--- src/design/wmlc_pkg.sv ---
// Shared types and constants for the windowed min-max linear classifier.
`default_nettype none

package wmlc_pkg;

    localparam int NUM_FEATURES = 5;
    localparam int FEAT_W       = 32;
    localparam int ROW_W        = NUM_FEATURES * FEAT_W;
    localparam int FEAT_IDX_W   = 3;

    localparam int NUM_REGS     = 6;
    localparam int REG_IDX_W    = 3;
    localparam int REG_W        = 32;

    // Configuration register indexes (weights 0..4 follow feature order)
    localparam logic [REG_IDX_W-1:0] REG_WEIGHT_BAND = 3'd0;
    localparam logic [REG_IDX_W-1:0] REG_BIAS        = 3'd5;

    localparam int Q_FRAC       = 16;
    localparam int DEC_W        = 48;
    localparam int TOTAL_W      = 51;
    localparam int AVG_W        = 33;
    localparam int PROD_W       = AVG_W + REG_W;

    // Shared divider: 48-bit numerator, 32-bit divisor, one quotient bit a cycle
    localparam int DIV_NUM_W    = 48;
    localparam int DIV_DEN_W    = 32;
    localparam int DIV_CNT_W    = 6;

    localparam logic [FEAT_W-1:0] SCALE_POS_MAX = 32'h7FFF_FFFF;
    localparam logic [FEAT_W-1:0] SCALE_NEG_MAX = 32'h8000_0000;

    typedef enum logic [3:0] {
        ST_IDLE,
        ST_MM_RD,
        ST_MM_USE,
        ST_FEAT,
        ST_SC_RD,
        ST_SC_LOAD,
        ST_SC_WAIT,
        ST_AVG_START,
        ST_AVG_WAIT,
        ST_MUL,
        ST_ACC,
        ST_OUT
    } seq_state_t;

endpackage

`default_nettype wire

--- src/design/wmlc_window_mem.sv ---
// Window storage: one row of five features per entry, registered read.
`default_nettype none

module wmlc_window_mem #(
    parameter int DEPTH = 16
) (
    input  wire logic                       aclk,
    input  wire logic                       wr_en,
    input  wire logic [$clog2(DEPTH)-1:0]   wr_addr,
    input  wire logic [wmlc_pkg::ROW_W-1:0] wr_data,
    input  wire logic                       rd_en,
    input  wire logic [$clog2(DEPTH)-1:0]   rd_addr,
    output logic [wmlc_pkg::ROW_W-1:0]      rd_data
);
    import wmlc_pkg::*;

    logic [ROW_W-1:0] mem [DEPTH];
    logic [ROW_W-1:0] rd_data_reg;

    always_ff @(posedge aclk) begin
        if (wr_en) begin
            mem[wr_addr] <= wr_data;
        end
        if (rd_en) begin
            rd_data_reg <= mem[rd_addr];
        end
    end

    assign rd_data = rd_data_reg;

endmodule

`default_nettype wire

--- config.mk ---
export PLATFORM = sky130hd
export DESIGN_NAME = wmlc_window_mem
export DESIGN_NICKNAME = d
export VERILOG_FILES = /design/src/design/wmlc_pkg.sv /design/src/design/wmlc_window_mem.sv
export SDC_FILE = /design/constraint.sdc
export NUM_CORES = 2
export LEC_CHECK = 0
export ABC_AREA = 1
export BUFFER_PORTS_ARGS = -buffer_cell sky130_fd_sc_hd__buf_2
export CORE_MARGIN = 3
export CORE_UTILIZATION = 60
export CTS_CLUSTER_SIZE = 28
export DETAILED_ROUTE_END_ITERATION = 12
export PLACE_DENSITY_LB_ADDON = 0.3
export SLEW_MARGIN = 20
export SYNTH_ARGS = -nofsm -noshare
export SYNTH_HDL_FRONTEND = slang
export SYNTH_SLANG_ARGS = --single-unit
--- constraint.sdc ---
create_clock -name aclk -period 18.7 [get_ports aclk]
set_clock_uncertainty 0.2 [all_clocks]
set_input_delay 0.935 -clock aclk [delete_from_list [all_inputs] [get_ports aclk]]
set_output_delay 0.935 -clock aclk [all_outputs]
set_load 0.02 [all_outputs]
=== Word-level counts from Yosys, hierarchy flattened ===
Memories as Yosys holds them, arrays and structs flattened. A register that Yosys moved wholly into a read port is not among the register bits.
Index checks and enable logic that the tools add are counted.

* Flip-flop bits (word level): 0
* Bits in latches: 0
* Bits in writable memories: 2560
* Bits in read-only memories: 0
* Input port bits: 171
* Word-level logic and storage cells: 3
* Memories kept: 1

* Add/sub/neg operators: 0
* Multiply operators: 0
* Divide/modulo/power cells: 0
* Magnitude comparators: 0
* Equality and inequality tests: 0
* Shift-type cells: 0
* Muxes and demuxes: 2
* Bitwise operators: 0
* Reduce and logical (&&, ||, !) cells: 0

{| class="wikitable"
|+ Memories
! name !! words !! width !! read ports !! clocked after memory_dff !! wr ports !! RTL line !! text
|-
| mem || 16 || 160 || 1 || 1 || 1 || wmlc_window_mem.sv:17 || <nowiki>logic [ROW_W-1:0] mem [DEPTH];</nowiki>
|}

{| class="wikitable"
|+ Operators by type and width
! kind !! count
|-
| $mux W1 || 2
|}

=== Longest topological paths before layout ===
* Word-level depth: 2
* Gate-level depth with buffers: 10

=== Worst setup path before layout ===
Ideal clock, no wire load.

* Path kind: input-to-reg
* From: input port wr_addr[2]
* To: memory mem[10][0] (netlist bit) (enable)
* Data arrival time: 7790 ps
* Data required time: 17818 ps
* Setup slack: 10027 ps
* Stages: 2
* Cell sequence: nand3b_1 -> nor2_1

{| class="wikitable"
|+ RTL lines
! item !! RTL line !! text
|-
| from (decl) || wmlc_window_mem.sv:9 || <nowiki>input wire logic [$clog2(DEPTH)-1:0] wr_addr,</nowiki>
|-
| to (decl) || wmlc_window_mem.sv:17 ||
|}

Straight into the memory's write port.

==> impl_results.md <==
* Layout cells sized above 1 at 0.0833
* Critical path cell sequence: buf_8, buf_4, buf_4, buf_12, buf_4, buf_4, nand2_1, nand3_1, nand3_1, nand3_1, nand2_1
* Buf+Inv Stages, Crit Path at 6
* Crit path required time at 19140 ps
* Num CTS Buffers at 285
* GRT Overall Usage at 0.290
* Die Footprint at 191000 um2
* Crit Path Class: primary input to flop
* # rows at 157
* Worst-Margin Slew at ~1200 ps
* Leak pwr at 49.3 nW
* Max-cap violations at 0
* Outcome: complete, no violations
* Final-report max-slew violation count at 0
* Hold/Removal Path Class: primary input to flop
* Routing usage on met3 at 0.0482
* Root buffer cell: clkbuf_16
* Gp weighted congestion at 0.792
* Syn nets at 9894
* Remaining DRCs at 0
* FF/Latch Area at 81700 um2
* DR pass1 iterations at 6
* Syn. warnings at 0
* Filler cell count at 12800
* Post-DRT Antenna Nets at 0
* DIE WIDTH at 437 um
* Post-synthesis area per instance at ~11 um2
* Routed WL per cell at 22.2 um
* Number of global-route vias before repair at 70100
* Area Growth Syn to Fin at 10.5%
* # resized after CTS at 0
* Reg clk slew, reported paths at 60 ps
* Placement Setup Slack at between 10000 and 15000 ps
* RSZ-0062 raised after global routing: no
* Top Usage Layer GRT: met2
* Core area at 184000 um2
* Startpoint kind of the worst setup timing path: primary input
* GRT overflow at 0
* Multi-input gate area at 22700 um2
* Slew HR at 0.225
* Setup slack after layout at 13100 ps
* Vias at 72400
* Slowest stage delay, CP at between 800 and 900 ps
* I/O Buffers at 330
* CP Max Fanout at 199
* Most frequent CP cell: buf_4
* Routed wire length at 281 mm
* Post-synthesis sequential area ratio at 0.734
* Worst Hold Launch: wr_data[43]
* Initial antenna violation count at 62
* Die height at between 400 and 500 um
* Synth cell types at 15
* Synth area leader: edfxtp_1
* Hold Fails Final Rpt at 0
* Clk sinks at 2720
* Setup violations, final at 0
* Pwr/cell area at 106 nW/um2
* Worst reg2reg startpoint: mem[1][17]
* CTS tree: built
* Maximum root-to-sink buffer count at 4
* Final #Nets at 10100
* Initial Util at 0.606
* DRT iter0 DRCs at 8943
* DR vias/cell at 5.73
* CP top delay family: buffers and inverters
* Yosys top cell area share at 0.734
* Synth Register Bits at 2720
* Tcrit/Tclk final at 0.300
* Met2 Use GR at 0.474
* First-pass GRT wire length at approximately 420 mm
* Final HPWL DP at 136 mm
* Fin Setup TNS at 0 ps
* CTS Hold Bufs at 0
* Ranking of synthesized cells by area: edfxtp_1, nand2_1, nand3_1
* I/O pin count at roughly 330
* Synth Instances at 9723
* Post-Syn Area at 111000 um2
* CP max-delay cell: buf_4
* VDD IR max at 0.0824 mV
* CP Capture Type: flop
* Max Fclk at 0.179 GHz
* # Post-CTS Setup Buffers at 0
* Largest net degree at the start of global routing at 245
* CP startpoint: rd_addr[0]
* Minimum clock period at between 5000 and 6000 ps
* Critical path arrival at 6040 ps
* Met1 Use GR at 0.388
* Max reg flops at 2560
* H-tree level count at 5
* Skew-Pair Late Insertion Delay at between 900 and 1000 ps
[worst paths after layout]
path,endpoint,slack [ps],depth (start not counted)
worst max-delay path,rd_data[71],13100,11
worst min-delay path,mem[15][43],180,1
worst max register to register,rd_data[17],17150,6
worst min register to register,rd_data[38],500,6
[power breakdown]
| group | switching [mW] | total [mW] | internal (mW) |
|---|---|---|---|
| clock | 2.22 | 5.34 | 3.12 |
| sequential | 0.0446 | 6.91 | 6.87 |
| combinational | 0.580 | 0.775 | 0.195 |
[Yosys cell counts (all sizes together)]
master / count
nand3b: 2
clkbuf: 96
inv: 1081
nand3: 1836
clkinv: 1
or2: 28
edfxtp: 2720
nand2: 3507
nor2: 17
buf: 435
[through the flow]
stage | instances | util | hold WS, ps | power [mW] | cell area [um2]
after CTS | 12600 | 0.669 | 116 | 13.1 | 123000
after global placement | 12100 | 0.622 | 502 | 7.79 | 114000
final | 12600 | 0.670 | 181 | 13.0 | 123000
after global routing | 12600 | 0.670 | 163 | 13.4 | 123000
after detailed placement | 12100 | 0.622 | 508 | 7.81 | 114000
after floorplan | 9723 | - | 483 | 7.53 | 111000
[metal layers]
| layer | wire, um | up-vias |
|---|---|---|
| met5 | 76 | - |
| met4 | 11300 | 12 |
| met3 | 26400 | 723 |
| met2 | 136000 | 3875 |
| met1 | 107000 | 34800 |
| li1 | - | 32900 |
[cells in the final DEF (no fill, tap or decap), types with 16 or more instances in the layout]
cell,n
nand2_1,3507
nand3_1,1836
clkinv_1,59
or2_2,28
nor2_4,16
buf_2,325
diode_2,53
inv_1,1078
edfxtp_1,2720
buf_4,98
clkinv_2,30
bufinv_16,20
clkbuf_16,292
clkbuf_1,69
[cell families after synthesis]
family,share of synthesized area
buf+inv,0.0633
flops,0.734
simple gates,0.203
[layout make-up]
cell class | count | area share
Sequential cell | 2720 | 0.664
Multi-Input combinational cell | 5390 | 0.185
Clock buffer | 361 | 0.0615
Inverter | 1082 | 0.0333
Tap cell | 2464 | 0.0251
Timing Repair Buffer | 441 | 0.0219
Clock inverter | 120 | 0.00867
Antenna cell | 53 | 0.00108
(Power assumes the default switching activity.)
