<file path="src/design/wmlc_pkg.sv">
// Shared types and constants for the windowed min-max linear classifier.
`default_nettype none

package wmlc_pkg;

    localparam int NUM_FEATURES = 5;
    localparam int FEAT_W       = 32;
    localparam int ROW_W        = NUM_FEATURES * FEAT_W;
    localparam int FEAT_IDX_W   = 3;

    localparam int NUM_REGS     = 6;
    localparam int REG_IDX_W    = 3;
    localparam int REG_W        = 32;

    // Configuration register indexes (weights 0..4 follow feature order)
    localparam logic [REG_IDX_W-1:0] REG_WEIGHT_BAND = 3'd0;
    localparam logic [REG_IDX_W-1:0] REG_BIAS        = 3'd5;

    localparam int Q_FRAC       = 16;
    localparam int DEC_W        = 48;
    localparam int TOTAL_W      = 51;
    localparam int AVG_W        = 33;
    localparam int PROD_W       = AVG_W + REG_W;

    // Shared divider: 48-bit numerator, 32-bit divisor, one quotient bit a cycle
    localparam int DIV_NUM_W    = 48;
    localparam int DIV_DEN_W    = 32;
    localparam int DIV_CNT_W    = 6;

    localparam logic [FEAT_W-1:0] SCALE_POS_MAX = 32'h7FFF_FFFF;
    localparam logic [FEAT_W-1:0] SCALE_NEG_MAX = 32'h8000_0000;

    typedef enum logic [3:0] {
        ST_IDLE,
        ST_MM_RD,
        ST_MM_USE,
        ST_FEAT,
        ST_SC_RD,
        ST_SC_LOAD,
        ST_SC_WAIT,
        ST_AVG_START,
        ST_AVG_WAIT,
        ST_MUL,
        ST_ACC,
        ST_OUT
    } seq_state_t;

endpackage

`default_nettype wire

</file>
<file path="src/design/wmlc_divider.sv">
// Iterative restoring divider, one quotient bit per cycle.
`default_nettype none

module wmlc_divider (
    input  wire logic                           aclk,
    input  wire logic                           aresetn,
    input  wire logic                           start,
    input  wire logic [wmlc_pkg::DIV_NUM_W-1:0] numer,
    input  wire logic [wmlc_pkg::DIV_DEN_W-1:0] denom,
    output logic                                busy,
    output logic                                done,
    output logic [wmlc_pkg::DIV_NUM_W-1:0]      quot
);
    import wmlc_pkg::*;

    logic [DIV_DEN_W-1:0] rem_reg;
    logic [DIV_NUM_W-1:0] q_reg;
    logic [DIV_DEN_W-1:0] den_reg;
    logic [DIV_CNT_W-1:0] cnt_reg;
    logic                 busy_reg;
    logic                 done_reg;

    logic [DIV_DEN_W:0]   rem_sh;
    logic [DIV_DEN_W:0]   rem_sub;
    logic                 ge;

    always_comb begin
        rem_sh  = {rem_reg, q_reg[DIV_NUM_W-1]};
        ge      = (rem_sh >= {1'b0, den_reg});
        rem_sub = rem_sh - {1'b0, den_reg};
    end

    always_ff @(posedge aclk) begin
        if (!aresetn) begin
            busy_reg <= 1'b0;
            done_reg <= 1'b0;
            cnt_reg  <= '0;
        end else begin
            done_reg <= 1'b0;
            if (start) begin
                busy_reg <= 1'b1;
                cnt_reg  <= '0;
            end else if (busy_reg) begin
                cnt_reg <= cnt_reg + 1'b1;
                if (cnt_reg == DIV_CNT_W'(DIV_NUM_W - 1)) begin
                    busy_reg <= 1'b0;
                    done_reg <= 1'b1;
                end
            end
        end
    end

    always_ff @(posedge aclk) begin
        if (start) begin
            rem_reg <= '0;
            q_reg   <= numer;
            den_reg <= denom;
        end else if (busy_reg) begin
            rem_reg <= ge ? rem_sub[DIV_DEN_W-1:0] : rem_sh[DIV_DEN_W-1:0];
            q_reg   <= {q_reg[DIV_NUM_W-2:0], ge};
        end
    end

    assign busy = busy_reg;
    assign done = done_reg;
    assign quot = q_reg;

endmodule

`default_nettype wire

</file>
<file path="config.mk">
export PLATFORM = sky130hd
export DESIGN_NAME = wmlc_divider
export DESIGN_NICKNAME = d
export VERILOG_FILES = /design/src/design/wmlc_pkg.sv /design/src/design/wmlc_divider.sv
export SDC_FILE = /design/constraint.sdc
export NUM_CORES = 1
export LEC_CHECK = 0
export ABC_CLOCK_PERIOD_IN_PS = 4900
export BUFFER_PORTS_ARGS = -buffer_cell sky130_fd_sc_hd__buf_2
export CAP_MARGIN = 20
export CORE_MARGIN = 5
export CORE_UTILIZATION = 30
export CTS_CLUSTER_SIZE = 14
export DETAILED_ROUTE_END_ITERATION = 6
export GPL_ROUTABILITY_DRIVEN = 0
export SYNTH_ARGS = -nofsm -noshare
export SYNTH_HDL_FRONTEND = slang
export SYNTH_SLANG_ARGS = --single-unit
export TNS_END_PERCENT = 30
</file>
<file path="constraint.sdc">
create_clock -name aclk -period 4.9 [get_ports aclk]
set_clock_uncertainty 0.15 [all_clocks]
set_input_delay 0.245 -clock aclk [delete_from_list [all_inputs] [get_ports aclk]]
set_output_delay 0.245 -clock aclk [all_outputs]
set_load 0.05 [all_outputs]
</file>
* Word level (Yosys, flattened, before mapping) *
Index checks and enable logic that the tools add are counted.

word-level totals
  flip-flop bits (word level) = 120

cells by class
  muxes and demuxes = 7
  bitwise operators = 2
  reductions and logical operators = 3
  magnitude comparators = 1
  add/subtract/negate cells = 2
  eq/ne operators = 1

operator list
  cell                                         number
  two-way mux 48 bit                           2
  >= comparator 33 x 32 -> 1 bit               1
  two-way mux 32 bit                           1
  subtractor 32 bit                            1
  adder 6 x 1 -> 6 bit, second input constant  1
  equality test 6 bit, second input constant   1
  two-way mux 1 bit                            4
  OR reduction 3 bit                           1
  inverter 1 bit                               2
  nonzero test 2 bit                           1
  OR reduction 2 bit                           1

* Depth between registers and ports, before layout *
Gate-level depths: netlist of run 1.

  depth after elaboration = 4
  gate-level depth with buffers = 14
  gate-level depth less buffers = 12

* Least setup slack after synthesis of run 1 *
Ideal clock, no wire load.

  kind = flip-flop to flip-flop
  from = register q_reg[47], in the netlist quot[47]
  to = register rem_reg[30]
  clock period less this slack = 3.306 ns
  data required time = 4.659 ns
  arrival = 3.065 ns
  buffers on the path = 0
  path slack = 1.594 ns
  library setup time = 0.091 ns
  stages on the path, launching flop included = 12
  cell sequence = edfxtp_1 -> inv_1 -> ha_1 -> fa_1 -> nor2b_1 -> o2111ai_1 -> a2111oi_2 -> o31ai_1 -> a41oi_1 -> a41oi_1 -> mux2_2 -> a311oi_1

between the ends
  longest elaborated chain between the ends = 2
  elaborated cells between the ends (all ways) = 3
  classes of those cells = 1 x add/sub; 1 x order compare; 1 x mux

RTL lines
  element                                                              line                                    RTL
  start, declared                                                      wmlc_divider.sv:17                      logic [DIV_NUM_W-1:0] q_reg;
  start signal, assigned                                               wmlc_divider.sv:56                      q_reg <= numer;
  start signal, assigned                                               wmlc_divider.sv:60                      q_reg <= {q_reg[DIV_NUM_W-2:0], ge};
  subtractor 32 bit or >= comparator 33 x 32 -> 1 bit (tied branches)  wmlc_divider.sv:30, wmlc_divider.sv:29
  two-way mux 32 bit (*)                                               wmlc_divider.sv:59                      rem_reg <= ge ? rem_sub[DIV_DEN_W-1:0] : rem_sh[DIV_DEN_W-1:0];
  end signal, assigned                                                 wmlc_divider.sv:59
  end, declared                                                        wmlc_divider.sv:16                      logic [DIV_DEN_W-1:0] rem_reg;

Every way passes the cells marked *; elsewhere a longest branch is shown, timed or not.
A chain may end at the register's enable or synchronous reset.

* Worst setup path in the final report of run 1 *
  from = register den_reg[4]
  to = register rem_reg[0]

between the ends
  longest elaborated chain between the ends = 2

RTL lines
  element                         line                RTL
  start, declared                 wmlc_divider.sv:18  logic [DIV_DEN_W-1:0] den_reg;
  start signal, assigned          wmlc_divider.sv:57  den_reg <= denom;
  >= comparator 33 x 32 -> 1 bit  wmlc_divider.sv:29  ge = (rem_sh >= {1'b0, den_reg});
  two-way mux 32 bit              wmlc_divider.sv:59

No other way between the ends.

==> metrics.log, run 1 <==
INFO  metric run_status = completed
INFO  metric finished_layout_cell_area = 9030 sq um
INFO  metric yosys_most_used_dff = sky130_fd_sc_hd__edfxtp_1
INFO  metric grt_antenna_before_repair = 0
INFO  metric synthDominantAreaCellType = sky130_fd_sc_hd__edfxtp_1
INFO  metric final_critical_path_setup_slack = 1.24 ns
INFO  metric ys_async_sr_fraction = 0%
INFO  metric maxCapViolCount = 0
INFO  metric start_util = 30.5%
INFO  metric preCtsSetupSlack = 1.19 ns
INFO  metric synth_xor_xnor_area_share = 4.06%
INFO  metric cpMostUsedCell = sky130_fd_sc_hd__mux2i_1
INFO  metric die_x = 159 um
INFO  metric timing.final.crit_share = 74.7%
INFO  metric io_buffer_count = 132
INFO  metric synthSimpleGateAreaFrac = 9.42%
INFO  metric synth.cell_area = 6680 sq um
INFO  metric synthesis.nets = 731
INFO  metric fmax = 273 MHz
INFO  metric dpl.hpwl = 11200 um
INFO  metric cp.required = 5.10 ns
INFO  metric top_level_ports = 133
INFO  metric dieHeight = 159 um
INFO  metric synth-edff-count = 80
INFO  metric flow.area_growth_from_synthesis = 35.1%
INFO  metric global_route.usage.total = 12.9%
INFO  metric cp_data_arrival_time = 3.87 ns
INFO  metric synthAdderAreaFrac = 6.48%
INFO  metric synth_top_family_by_area = compound AO/OA/AOI/OAI gates
INFO  metric switching_power = 1.11 mW
INFO  metric route.vias.total = 5282
INFO  metric cts_max_path_buffers = 2
INFO  metric largest_register_ffs = 48
INFO  metric worst_path_largest_cell_delay = 0.81 ns
INFO  metric yosys.area.top_type_share = 36.0%
INFO  metric worst-r2r-cell-count = 12
INFO  metric rsz0062_at_grt = no
INFO  metric peakVddDrop = 0.267 mV
INFO  metric netlist_instances = 614
INFO  metric antenna-diode-count = 0
INFO  metric fp.coreArea = 21900 sq um
INFO  metric crit_fanout = 29
INFO  metric setup.reg_to_reg.worst_slack = 1.24 ns
INFO  metric rows = 54
INFO  metric grt_pass1_vias = 5390
INFO  metric type_of_the_setup_path_with_the_least_slack = reg2reg
INFO  metric internal_power = 2.31 mW
INFO  metric post_cts_setup_repair_bufs = 0
INFO  metric post_route_cells_drive_above_1_share = 28.0%
INFO  metric clkSinkCount = 120
INFO  metric most_common_library_cell_in_the_layout_ignoring_fill_and_taps = sky130_fd_sc_hd__buf_2
INFO  metric r2r_end = rem_reg[0]
INFO  metric routedWlPerCell = 14.6 um
INFO  metric startpoint_type = register
INFO  metric crit_slowest_cell = sky130_fd_sc_hd__a31oi_4
INFO  metric timing.hold.worst_path_depth = 2
INFO  metric numCtsBuffers = 17
INFO  metric clock_insertion_delay_worst_skew = 0.42 ns
INFO  metric worstHoldStart = rem_reg[1]
INFO  metric p_sw_share = 32.6%
INFO  metric worstMarginPinSlew = 0.977 ns
INFO  metric avgViaCountPerCell = 4.75
INFO  metric yosys_warnings = 0
INFO  metric clock_tree.htree_level_count = 4
INFO  metric cts_tree = built
INFO  metric finalSetupTns = 0 ns
INFO  metric placed_cell_area = 7590 sq um
INFO  metric synth_area_per_cell = 10.9 sq um
INFO  metric path_cells = inv_1, ha_1, nand3_1, o21bai_4, a2111oi_2, or3b_4, o211ai_2, a31oi_4, buf_4, mux2i_1, mux2i_1, nor2_1
INFO  metric routed_wl = 16200 um
INFO  metric hold_viol = 0
INFO  metric synth.distinct_cells = 54
INFO  metric total_leakage_power = 3.77 nW
INFO  metric clock_tree.root_cell = sky130_fd_sc_hd__clkbuf_16
INFO  metric relSlewSlack = 34.9%
INFO  metric seq_area_frac_synth = 47.9%
INFO  metric worst_setup_hold_path_clk_slew = 0.06 ns
INFO  metric critPathCaptureType = register
INFO  metric synth-compound-area-share = 14.9%
INFO  metric slew_violations = 0
INFO  metric final_period_minus_worst_setup_slack = 3.66 ns
INFO  metric hold_path.class = reg2reg
INFO  metric firstDrtPassIters = 4
INFO  metric pwr-share-seq = 36.1%
INFO  metric synth.area.mux_share = 12.8%
INFO  metric mostFrequentLayoutCells = sky130_fd_sc_hd__buf_2, sky130_fd_sc_hd__dlygate4sd3_1, sky130_fd_sc_hd__edfxtp_1, sky130_fd_sc_hd__mux2_2, sky130_fd_sc_hd__nor2_1
INFO  metric grt.overflow.total = 0
INFO  metric grt_max_degree = 72
INFO  metric final_net_count = 937
INFO  metric regToRegStartpoint = den_reg[4]
INFO  metric ys_ff_latch = 120
INFO  metric power_density = 379 nW/um^2
INFO  metric ant_nets = 0
INFO  metric count_of_final_setup_violators = 0
INFO  metric synthTopCellsByArea = sky130_fd_sc_hd__edfxtp_1, sky130_fd_sc_hd__dfxtp_1, sky130_fd_sc_hd__mux2_2, sky130_fd_sc_hd__ha_1, sky130_fd_sc_hd__mux2i_1
INFO  metric pwr-share-comb = 24.6%
INFO  metric final.fill_count = 2159
INFO  metric route.detailed.drc = 0
INFO  metric drt_iter0_markers = 238
INFO  metric floorplan.die_area = 25400 sq um
INFO  metric whs_endpoint = rem_reg[1]
INFO  metric share_clk_of_total_power = 39.3%
INFO  metric grt_pass1_wl = 27100 um
INFO  metric total_power = 3.42 mW
[layout make-up]
cell class	count	area, sq um	share of cell area [%]
multi-input cells	422	3180	35.2
clock inverters	15	201	2.23
inverters	41	154	1.70
flip-flops and latches	120	3200	35.5
repair buffers	218	1510	16.7
clock buffers	17	425	4.71
well taps	280	350	3.88
[worst max-delay path by stage]
stage / start / end / depth (start not counted)
after floorplan: quot[47] / rem_reg[30] / 11
after global placement: den_reg[4] / rem_reg[0] / 12
after detailed placement: den_reg[3] / rem_reg[0] / 12
after CTS: den_reg[3] / rem_reg[0] / 12
after global routing: den_reg[4] / rem_reg[0] / 12
final: den_reg[4] / rem_reg[0] / 12
[power groups by stage]
stage | Combinational [mW] | Sequential (mW) | Clock [mW]
floorplan | 0.468 | 1.40 | 0
CTS | 0.847 | 1.23 | 1.38
finish | 0.843 | 1.23 | 1.34
global placement | 0.789 | 1.25 | 0
global route | 0.922 | 1.24 | 1.43
detailed placement | 0.793 | 1.25 | 0
[stage by stage]
step / cells / hold slack [ns] / util, %
2_1_floorplan: 614 / 0.194 / -
3_3_place_gp: 1000 / 0.273 / 34.7
3_5_place_dp: 1000 / 0.273 / 34.7
4_1_cts: 1113 / 0.341 / 41.2
5_1_grt: 1113 / 0.367 / 41.2
6_report: 1113 / 0.336 / 41.2
[cell usage after synthesis, drive strengths merged, types with 15 or more instances]
cell type	n
dfxtp	40
mux2	51
nor2	48
mux2i	28
a21oi	41
ha	33
clkbuf	26
nand2	40
inv	41
edfxtp	80
o21ai	15
xnor2	17
a211oi	23
[kinds of logic (layout without fill, tap and decap cells)]
logic type	count (synthesis)	in the layout
AND/OR/NAND/NOR	137	137
adder cells (fa/ha/maj)	34	34
XOR/XNOR	31	31
AO/OA/AOI/OAI	141	141
multiplexers	79	79
buffers and inverters	72	291
flip-flops	120	120
[timing repair]
| item | 4_1_cts | 5_1_grt |
|---|---|---|
| hold buffers | 81 | 0 |
| endpoints found under the hold margin | 82 | 0 |
| gates resized for setup | 0 | 0 |
[routing by layer]
| layer | share of wire [%] | global-route usage (%) | up-vias |
|---|---|---|---|
| met5 | 0 | 0 | - |
| met4 | 1.7 | 4.19 | 0 |
| li1 | - | - | 2666 |
| met2 | 48 | 21.0 | 100 |
| met3 | 4.3 | 3.93 | 20 |
| met1 | 46 | 16.4 | 2496 |
[critical path: cells and delay by family (launching register included)]
family / cells / cell delay, ns
flip-flops: 1 / 0.34
AO/OA/AOI/OAI: 4 / 1.53
buffers and inverters: 2 / 0.44
multiplexers: 2 / 0.31
AND/OR/NAND/NOR: 3 / 0.46
adder cells (fa/ha/maj): 1 / 0.35
Power figures use the tool's default switching activity.
==> run 2, diff against run 1 <==
--- a/config.mk
+++ b/config.mk
@@ -5,7 +5,8 @@
 export SDC_FILE = /design/constraint.sdc
 export NUM_CORES = 1
 export LEC_CHECK = 0
-export ABC_CLOCK_PERIOD_IN_PS = 4900
+export ABC_AREA = 1
+export ABC_CLOCK_PERIOD_IN_PS = 3350
 export BUFFER_PORTS_ARGS = -buffer_cell sky130_fd_sc_hd__buf_2
 export CAP_MARGIN = 20
 export CORE_MARGIN = 5
==> constraint.sdc (replaced) <==
create_clock -name aclk -period 3.35 [get_ports aclk]
set_clock_uncertainty 0.15 [all_clocks]
set_input_delay 0.1675 -clock aclk [delete_from_list [all_inputs] [get_ports aclk]]
set_output_delay 0.1675 -clock aclk [all_outputs]
set_load 0.05 [all_outputs]
==> metrics.log, run 2 <==
INFO  metric relSlewSlack = 57.3% (+22 points)
INFO  metric cts_tree = built
INFO  metric yosys.area.top_type_share = 31.8% (-4.1 points)
INFO  metric dpl.hpwl = 15800 um (+41%)
INFO  metric regToRegStartpoint = den_reg[28]
INFO  metric synth.distinct_cells = 38 (-30%)
INFO  metric ys_ff_latch = 120 (unchanged)
INFO  metric peakVddDrop = 0.272 mV (+2.0%)
INFO  metric timing.hold.worst_path_depth = 1 (-1)
INFO  metric start_util = 30.2% (-0.30 points)
INFO  metric placed_cell_area = 8540 sq um (+13%)
INFO  metric ys_async_sr_fraction = 0% (unchanged)
INFO  metric die_x = 169 um (+5.9%)
INFO  metric clock_tree.htree_level_count = 4 (unchanged)
INFO  metric run_status = completed
INFO  metric slew_violations = 0 (unchanged)
INFO  metric total_leakage_power = 5.16 nW (+37%)
INFO  metric flow.area_growth_from_synthesis = 31.2%
INFO  metric firstDrtPassIters = 7 (+3)
INFO  metric count_of_final_setup_violators = 0 (unchanged)
INFO  metric worstHoldStart = start
INFO  metric avgViaCountPerCell = 4.47 (-5.9%)
INFO  metric numCtsBuffers = 17 (unchanged)
INFO  metric worst-r2r-cell-count = 13 (+1)
INFO  metric top_level_ports = 133 (unchanged)
INFO  metric cp.required = 3.52 ns (-1.58 ns)
INFO  metric whs_endpoint = den_reg[18]
INFO  metric routedWlPerCell = 13.4 um (-8.2%)
INFO  metric global_route.usage.total = 15.4% (+2.5 points)
INFO  metric cts-resized-gates = 0 (unchanged)
INFO  metric fp.coreArea = 25000 sq um (+14%)
INFO  metric critPathCaptureType = register
INFO  metric ant_nets = 0 (unchanged)
INFO  metric grt.overflow.total = 0 (unchanged)
INFO  metric crit_fanout = 18 (-38%)
INFO  metric hold_path.class = in2reg
INFO  metric finished_layout_cell_area = 9890 sq um (+9.6%)
INFO  metric antenna-diode-count = 0 (unchanged)
INFO  metric post_route_cells_drive_above_1_share = 15.2% (-13 points)
INFO  metric startpoint_type = register
INFO  metric power_density = 424 nW/um^2 (+12%)
INFO  metric timing.final.crit_share = 79.6% (+4.9 points)
INFO  metric routed_wl = 21700 um (+34%)
INFO  metric synth_commonest_cells = sky130_fd_sc_hd__nand2_1, sky130_fd_sc_hd__inv_1, sky130_fd_sc_hd__nand3_1
INFO  metric post_cts_setup_repair_bufs = 0 (unchanged)
INFO  metric maxCapViolCount = 0 (unchanged)
INFO  metric mostFrequentLayoutCells = sky130_fd_sc_hd__nand2_1, sky130_fd_sc_hd__inv_1, sky130_fd_sc_hd__buf_2, sky130_fd_sc_hd__nand3_1, sky130_fd_sc_hd__dlygate4sd3_1
INFO  metric grt_pass1_wl = 35400 um (+31%)
INFO  metric synthTopCellsByArea = sky130_fd_sc_hd__edfxtp_1, sky130_fd_sc_hd__nand2_1, sky130_fd_sc_hd__dfxtp_1, sky130_fd_sc_hd__inv_1, sky130_fd_sc_hd__nand3_1
INFO  metric synth-edff-count = 80 (unchanged)
INFO  metric final_period_minus_worst_setup_slack = 2.67 ns (-0.995 ns)
INFO  metric clock_insertion_delay_worst_skew = 0.43 ns (about the same)
INFO  metric rsz0062_at_grt = no
INFO  metric final_net_count = 1394 (+49%)
INFO  metric worstMarginPinSlew = 0.640 ns (-0.337 ns)
INFO  metric post-route-util = 39.6% (-1.6 points)
INFO  metric worst_setup_hold_path_clk_slew = 0.06 ns (about the same)
INFO  metric grt_max_degree = 46 (-36%)
INFO  metric synth_area_per_cell = 7.09 sq um (-35%)
INFO  metric yosys_most_used_dff = sky130_fd_sc_hd__edfxtp_1
INFO  metric rows = 58 (+7.4%)
INFO  metric hold_viol = 0 (unchanged)
INFO  metric yosysMostFrequentCell = sky130_fd_sc_hd__nand2_1
INFO  metric finalSetupTns = 0 ns (unchanged)
INFO  metric largest_register_ffs = 48 (unchanged)
INFO  metric preCtsSetupSlack = 0.671 ns (-0.522 ns)
INFO  metric most_common_library_cell_in_the_layout_ignoring_fill_and_taps = sky130_fd_sc_hd__nand2_1
INFO  metric synthesis.nets = 1181 (+62%)
INFO  metric floorplan.die_area = 28400 sq um (+12%)
INFO  metric drt_iter0_markers = 476 (+100%)
INFO  metric dieHeight = 169 um (+5.9%)
INFO  metric setup.reg_to_reg.worst_slack = 0.68 ns (-0.56 ns)
INFO  metric yosys_warnings = 0 (unchanged)
INFO  metric grt_pass1_vias = 7024 (+30%)
INFO  metric type_of_the_setup_path_with_the_least_slack = reg2reg
INFO  metric clkSinkCount = 120 (unchanged)
INFO  metric r2r_end = rem_reg[25]
INFO  metric grt_antenna_before_repair = 0 (unchanged)
INFO  metric route.detailed.drc = 0 (unchanged)
INFO  metric synth.cell_area = 7540 sq um (+13%)
INFO  metric netlist_instances = 1064 (+73%)
INFO  metric fmax = 375 MHz (+37%)
INFO  metric route.vias.total = 7235 (+37%)
INFO  metric cp_data_arrival_time = 2.84 ns (-1.03 ns)
INFO  metric final_critical_path_setup_slack = 0.684 ns (-0.555 ns)
INFO  metric synthDominantAreaCellType = sky130_fd_sc_hd__edfxtp_1
INFO  metric cts_max_path_buffers = 2 (unchanged)
INFO  metric clock_tree.root_cell = sky130_fd_sc_hd__clkbuf_16
INFO  metric io_buffer_count = 132 (unchanged)
INFO  metric seq_area_frac_synth = 42.5% (-5.5 points)
[run 2: changes by cell type after synthesis, moves of 12 or more]
cell	previous run	this run
sky130_fd_sc_hd__mux2i_1	28	0
sky130_fd_sc_hd__clkbuf_1	26	13
sky130_fd_sc_hd__a21o_1	12	0
sky130_fd_sc_hd__a211oi_1	23	0
sky130_fd_sc_hd__nand2_1	40	454
sky130_fd_sc_hd__nand3b_1	1	14
sky130_fd_sc_hd__nand3_1	8	83
sky130_fd_sc_hd__xor2_1	14	1
sky130_fd_sc_hd__inv_1	41	183
sky130_fd_sc_hd__mux2_2	51	0
sky130_fd_sc_hd__a21oi_1	41	25
[run 2: metrics by stage]
stage                     hold WS, ns  cells  power (mW)
after CTS                       0.153   1620        4.25
final                           0.139   1620        4.20
after floorplan                 0.116   1064        2.22
after detailed placement        0.196   1507        2.43
after global routing            0.167   1620        4.38
after global placement          0.195   1507        2.43
[run 2: repair_timing]
action / CTS / global route
hold buffers: 81 / 0
endpoints found under the setup margin: 0 / 0
endpoints found under the hold margin: 85 / 0
[run 2: final cells by class]
cell class	instances	area, sq um
clock inverter	13	98.8
clock buffer	19	443
inverter	185	694
sequential	120	3200
tap	330	413
multi-input combinational	732	3500
fill	2638	15100
timing repair buffer	221	1550
[run 2: layer usage]
layer	vias to the layer above	wire length [um]	global-route usage [%]
met2	235	9890	25.3
met3	20	1510	3.88
met4	0	263	4.48
li1	3739	-	-
met1	3241	10000	20.1
met5	-	0	0
[run 2: worst max-delay path: stages (launching register included)]
cell,delay [ns]
sky130_fd_sc_hd__edfxtp_1,0.36
sky130_fd_sc_hd__inv_1,0.08
sky130_fd_sc_hd__ha_1,0.30
sky130_fd_sc_hd__a21oi_1,0.25
sky130_fd_sc_hd__nand2_1,0.12
sky130_fd_sc_hd__a21oi_1,0.17
sky130_fd_sc_hd__nand2_2,0.08
sky130_fd_sc_hd__nor2_4,0.44
sky130_fd_sc_hd__buf_4,0.30
sky130_fd_sc_hd__nand3_1,0.09
sky130_fd_sc_hd__nand2_1,0.08
sky130_fd_sc_hd__inv_1,0.04
sky130_fd_sc_hd__nand2_1,0.05
sky130_fd_sc_hd__nand2_1,0.05
[run 2: logic make-up after synthesis]
| group | share of synthesized area, % |
|---|---|
| AOI/OAI and AO/OA | 3.65 |
| xor gates and xnor gates | 1.63 |
| adders and majority gates | 5.74 |
| buffers and inverters | 11.2 |
| DFF | 42.5 |
| and+or+nand+nor | 35.3 |
[run 2: power breakdown]
group	leakage [nW]	switching, mW	total, mW	internal (mW)
clock network	0.260	0.754	1.72	0.970
logic	3.78	0.492	0.727	0.235
registers	1.13	0.0502	1.75	1.70
[run 2: worst max path at each step]
stage	from	endpoint	slack (ns)
after floorplan	busy	quot[0]	0.14
after global placement	den_reg[28]	rem_reg[25]	0.68
after detailed placement	den_reg[28]	rem_reg[25]	0.67
after CTS	den_reg[28]	rem_reg[25]	0.65
after global routing	den_reg[20]	rem_reg[25]	0.42
final	den_reg[28]	rem_reg[25]	0.68
==> run 3, diff against run 2 <==
--- a/config.mk
+++ b/config.mk
@@ -6,7 +6,7 @@
 export NUM_CORES = 1
 export LEC_CHECK = 0
 export ABC_AREA = 1
-export ABC_CLOCK_PERIOD_IN_PS = 3350
+export ABC_CLOCK_PERIOD_IN_PS = 2300
 export BUFFER_PORTS_ARGS = -buffer_cell sky130_fd_sc_hd__buf_2
 export CAP_MARGIN = 20
 export CORE_MARGIN = 5
==> constraint.sdc (replaced) <==
create_clock -name aclk -period 2.3 [get_ports aclk]
set_clock_uncertainty 0.15 [all_clocks]
set_input_delay 0.115 -clock aclk [delete_from_list [all_inputs] [get_ports aclk]]
set_output_delay 0.115 -clock aclk [all_outputs]
set_load 0.05 [all_outputs]
==> metrics.log, run 3 (synthesized netlist as in run 2, its figures left out) <==
INFO  metric run_status = completed
INFO  metric timing.hold.worst_path_depth = 2 (+1)
INFO  metric grt_max_degree = 62 (+35%)
INFO  metric io_buffer_count = 132 (unchanged)
INFO  metric critPathCaptureType = register
INFO  metric dpl.hpwl = 16300 um (+3.3%)
INFO  metric numCtsBuffers = 17 (unchanged)
INFO  metric clock_tree.htree_level_count = 4 (unchanged)
INFO  metric total_leakage_power = 5.55 nW (+7.5%)
INFO  metric finished_layout_cell_area = 11100 sq um (+12%)
INFO  metric placed_cell_area = 8870 sq um (+3.9%)
INFO  metric routedWlPerCell = 14.2 um (+6.3%)
INFO  metric final_period_minus_worst_setup_slack = 2.24 ns (-0.427 ns)
INFO  metric worst_setup_hold_path_clk_slew = 0.06 ns (about the same)
INFO  metric whs_endpoint = den_reg[14]
INFO  metric firstDrtPassIters = 5 (-2)
INFO  metric drt_iter0_markers = 525 (+10%)
INFO  metric grt.overflow.total = 0 (unchanged)
INFO  metric dieHeight = 169 um (unchanged)
INFO  metric hold_viol = 0 (unchanged)
INFO  metric maxCapViolCount = 0 (unchanged)
INFO  metric cp.required = 2.47 ns (-1.05 ns)
INFO  metric slew_violations = 0 (unchanged)
INFO  metric clkSinkCount = 120 (unchanged)
INFO  metric peakVddDrop = 0.436 mV (+60%)
INFO  metric top_level_ports = 133 (unchanged)
INFO  metric cts_max_path_buffers = 2 (unchanged)
INFO  metric largest_register_ffs = 48 (unchanged)
INFO  metric avgViaCountPerCell = 4.54 (+1.8%)
INFO  metric antenna-diode-count = 0 (unchanged)
INFO  metric fp.coreArea = 25000 sq um (unchanged)
INFO  metric timing.final.crit_share = 97.4% (+18 points)
INFO  metric crit_fanout = 8 (-10)
INFO  metric floorplan.die_area = 28400 sq um (unchanged)
INFO  metric clock_insertion_delay_worst_skew = 0.44 ns (about the same)
INFO  metric r2r_end = rem_reg[25]
INFO  metric rsz0062_at_grt = yes
INFO  metric cts_tree = built
INFO  metric relSlewSlack = 68.8% (+11 points)
INFO  metric mostFrequentLayoutCells = sky130_fd_sc_hd__nand2_1, sky130_fd_sc_hd__inv_1, sky130_fd_sc_hd__buf_2, sky130_fd_sc_hd__dlygate4sd3_1, sky130_fd_sc_hd__edfxtp_1
INFO  metric ant_nets = 0 (unchanged)
INFO  metric fmax = 447 MHz (+19%)
INFO  metric routed_wl = 23900 um (+10%)
INFO  metric power_density = 581 nW/um^2 (+37%)
INFO  metric grt_pass1_wl = 36800 um (+4.0%)
INFO  metric route.vias.total = 7626 (+5.4%)
INFO  metric start_util = 30.2% (unchanged)
INFO  metric hold_path.class = in2reg
INFO  metric setup.reg_to_reg.worst_slack = 0.06 ns (-0.62 ns)
INFO  metric flow.area_growth_from_synthesis = 46.9%
INFO  metric most_common_library_cell_in_the_layout_ignoring_fill_and_taps = sky130_fd_sc_hd__nand2_1
INFO  metric rows = 58 (unchanged)
INFO  metric grt_antenna_before_repair = 0 (unchanged)
INFO  metric post_route_cells_drive_above_1_share = 25.9% (+11 points)
INFO  metric worstMarginPinSlew = 0.468 ns (-0.172 ns)
INFO  metric route.detailed.drc = 0 (unchanged)
INFO  metric startpoint_type = register
INFO  metric post-route-util = 44.4% (+4.8 points)
INFO  metric regToRegStartpoint = den_reg[17]
INFO  metric grt_pass1_vias = 7439 (+5.9%)
INFO  metric global_route.usage.total = 16.0% (+0.61 points)
INFO  metric worstHoldStart = denom[14]
INFO  metric cp_data_arrival_time = 2.41 ns (-0.43 ns)
INFO  metric count_of_final_setup_violators = 0 (unchanged)
INFO  metric worst-r2r-cell-count = 12 (-1)
INFO  metric clock_tree.root_cell = sky130_fd_sc_hd__clkbuf_16
INFO  metric final_net_count = 1452 (+4.2%)
INFO  metric die_x = 169 um (unchanged)
INFO  metric type_of_the_setup_path_with_the_least_slack = reg2reg
==> run 3: cell count changes in the layout (fill, tap and decap cells not counted), sizes merged <==
cell         previous run  this run
clkinvlp                3         1
buf                   140       194
clkinv                  7         3
dlygate4sd3            81        82
inv                   188       195
nand2                 464       466
clkbuf                 19        18
bufinv                  0         1
==> run 3: worst max-delay path by stage <==
stage | to | depth (start not counted) | start | slack [ns]
2_1_floorplan | rem_reg[30] | 15 | quot[47] | -0.07
3_3_place_gp | rem_reg[30] | 15 | quot[47] | -0.12
3_5_place_dp | rem_reg[30] | 15 | quot[47] | -0.11
4_1_cts | rem_reg[30] | 15 | quot[47] | -0.03
5_1_grt | rem_reg[7] | 13 | den_reg[3] | -0.06
6_report | rem_reg[25] | 12 | den_reg[17] | 0.06
==> run 3: per-stage QoR <==
step | hold WS (ns) | setup slack, ns | power [mW] | cells | TNS, ns
2_1_floorplan | 0.0639 | -0.0688 | 3.24 | 1064 | -0.134
3_3_place_gp | 0.143 | -0.121 | 3.58 | 1545 | -2.72
3_5_place_dp | 0.143 | -0.115 | 3.58 | 1545 | -2.00
4_1_cts | 0.234 | -0.0311 | 6.40 | 1659 | -0.0627
5_1_grt | 0.250 | -0.0607 | 6.73 | 1678 | -0.782
6_report | 0.246 | 0.0609 | 6.44 | 1678 | 0
==> run 3: report_power, final <==
part	switching, mW	leakage [nW]	internal (mW)
clock network	1.15	0.283	1.52
logic	0.777	4.14	0.446
registers	0.0742	1.13	2.47
==> run 3: final cells by class <==
class,instances,area (sq um)
clock buffer,17,425
clock inverter,15,150
fill,2497,13900
inverter,185,694
multi-input combinational,734,4120
sequential,120,3200
tap,330,413
timing repair buffer,277,2080
==> run 3: timing repair <==
action	CTS	global route
endpoints found under the setup margin	33	33
hold endpoints to repair	86	0
buffers inserted	0	16
gates cloned	0	3
resized for setup	6	118
hold buffers	82	0
pin swaps	0	30
==> run 3: worst max-delay path, cell delays in order (launching register included) <==
cell and delay [ns]:
sky130_fd_sc_hd__edfxtp_1 0.33, sky130_fd_sc_hd__inv_1 0.06, sky130_fd_sc_hd__ha_4 0.32, sky130_fd_sc_hd__nand2_2 0.09, sky130_fd_sc_hd__nor2_4 0.17, sky130_fd_sc_hd__nand2_2 0.10
sky130_fd_sc_hd__nor3_4 0.27, sky130_fd_sc_hd__nand2_8 0.13, sky130_fd_sc_hd__buf_12 0.16, sky130_fd_sc_hd__nand2_8 0.11, sky130_fd_sc_hd__nand3_1 0.10, sky130_fd_sc_hd__nand2_1 0.08
sky130_fd_sc_hd__nand2_1 0.04
==> run 3: per-layer routing <==
| layer | vias to the layer above | global-route usage, % | part of all wire (%) |
|---|---|---|---|
| met5 | - | 0 | 0 |
| met4 | 0 | 4.76 | 2.1 |
| met3 | 41 | 4.34 | 7.1 |
| met2 | 262 | 25.8 | 47 |
| met1 | 3471 | 21.1 | 44 |
| li1 | 3852 | - | - |
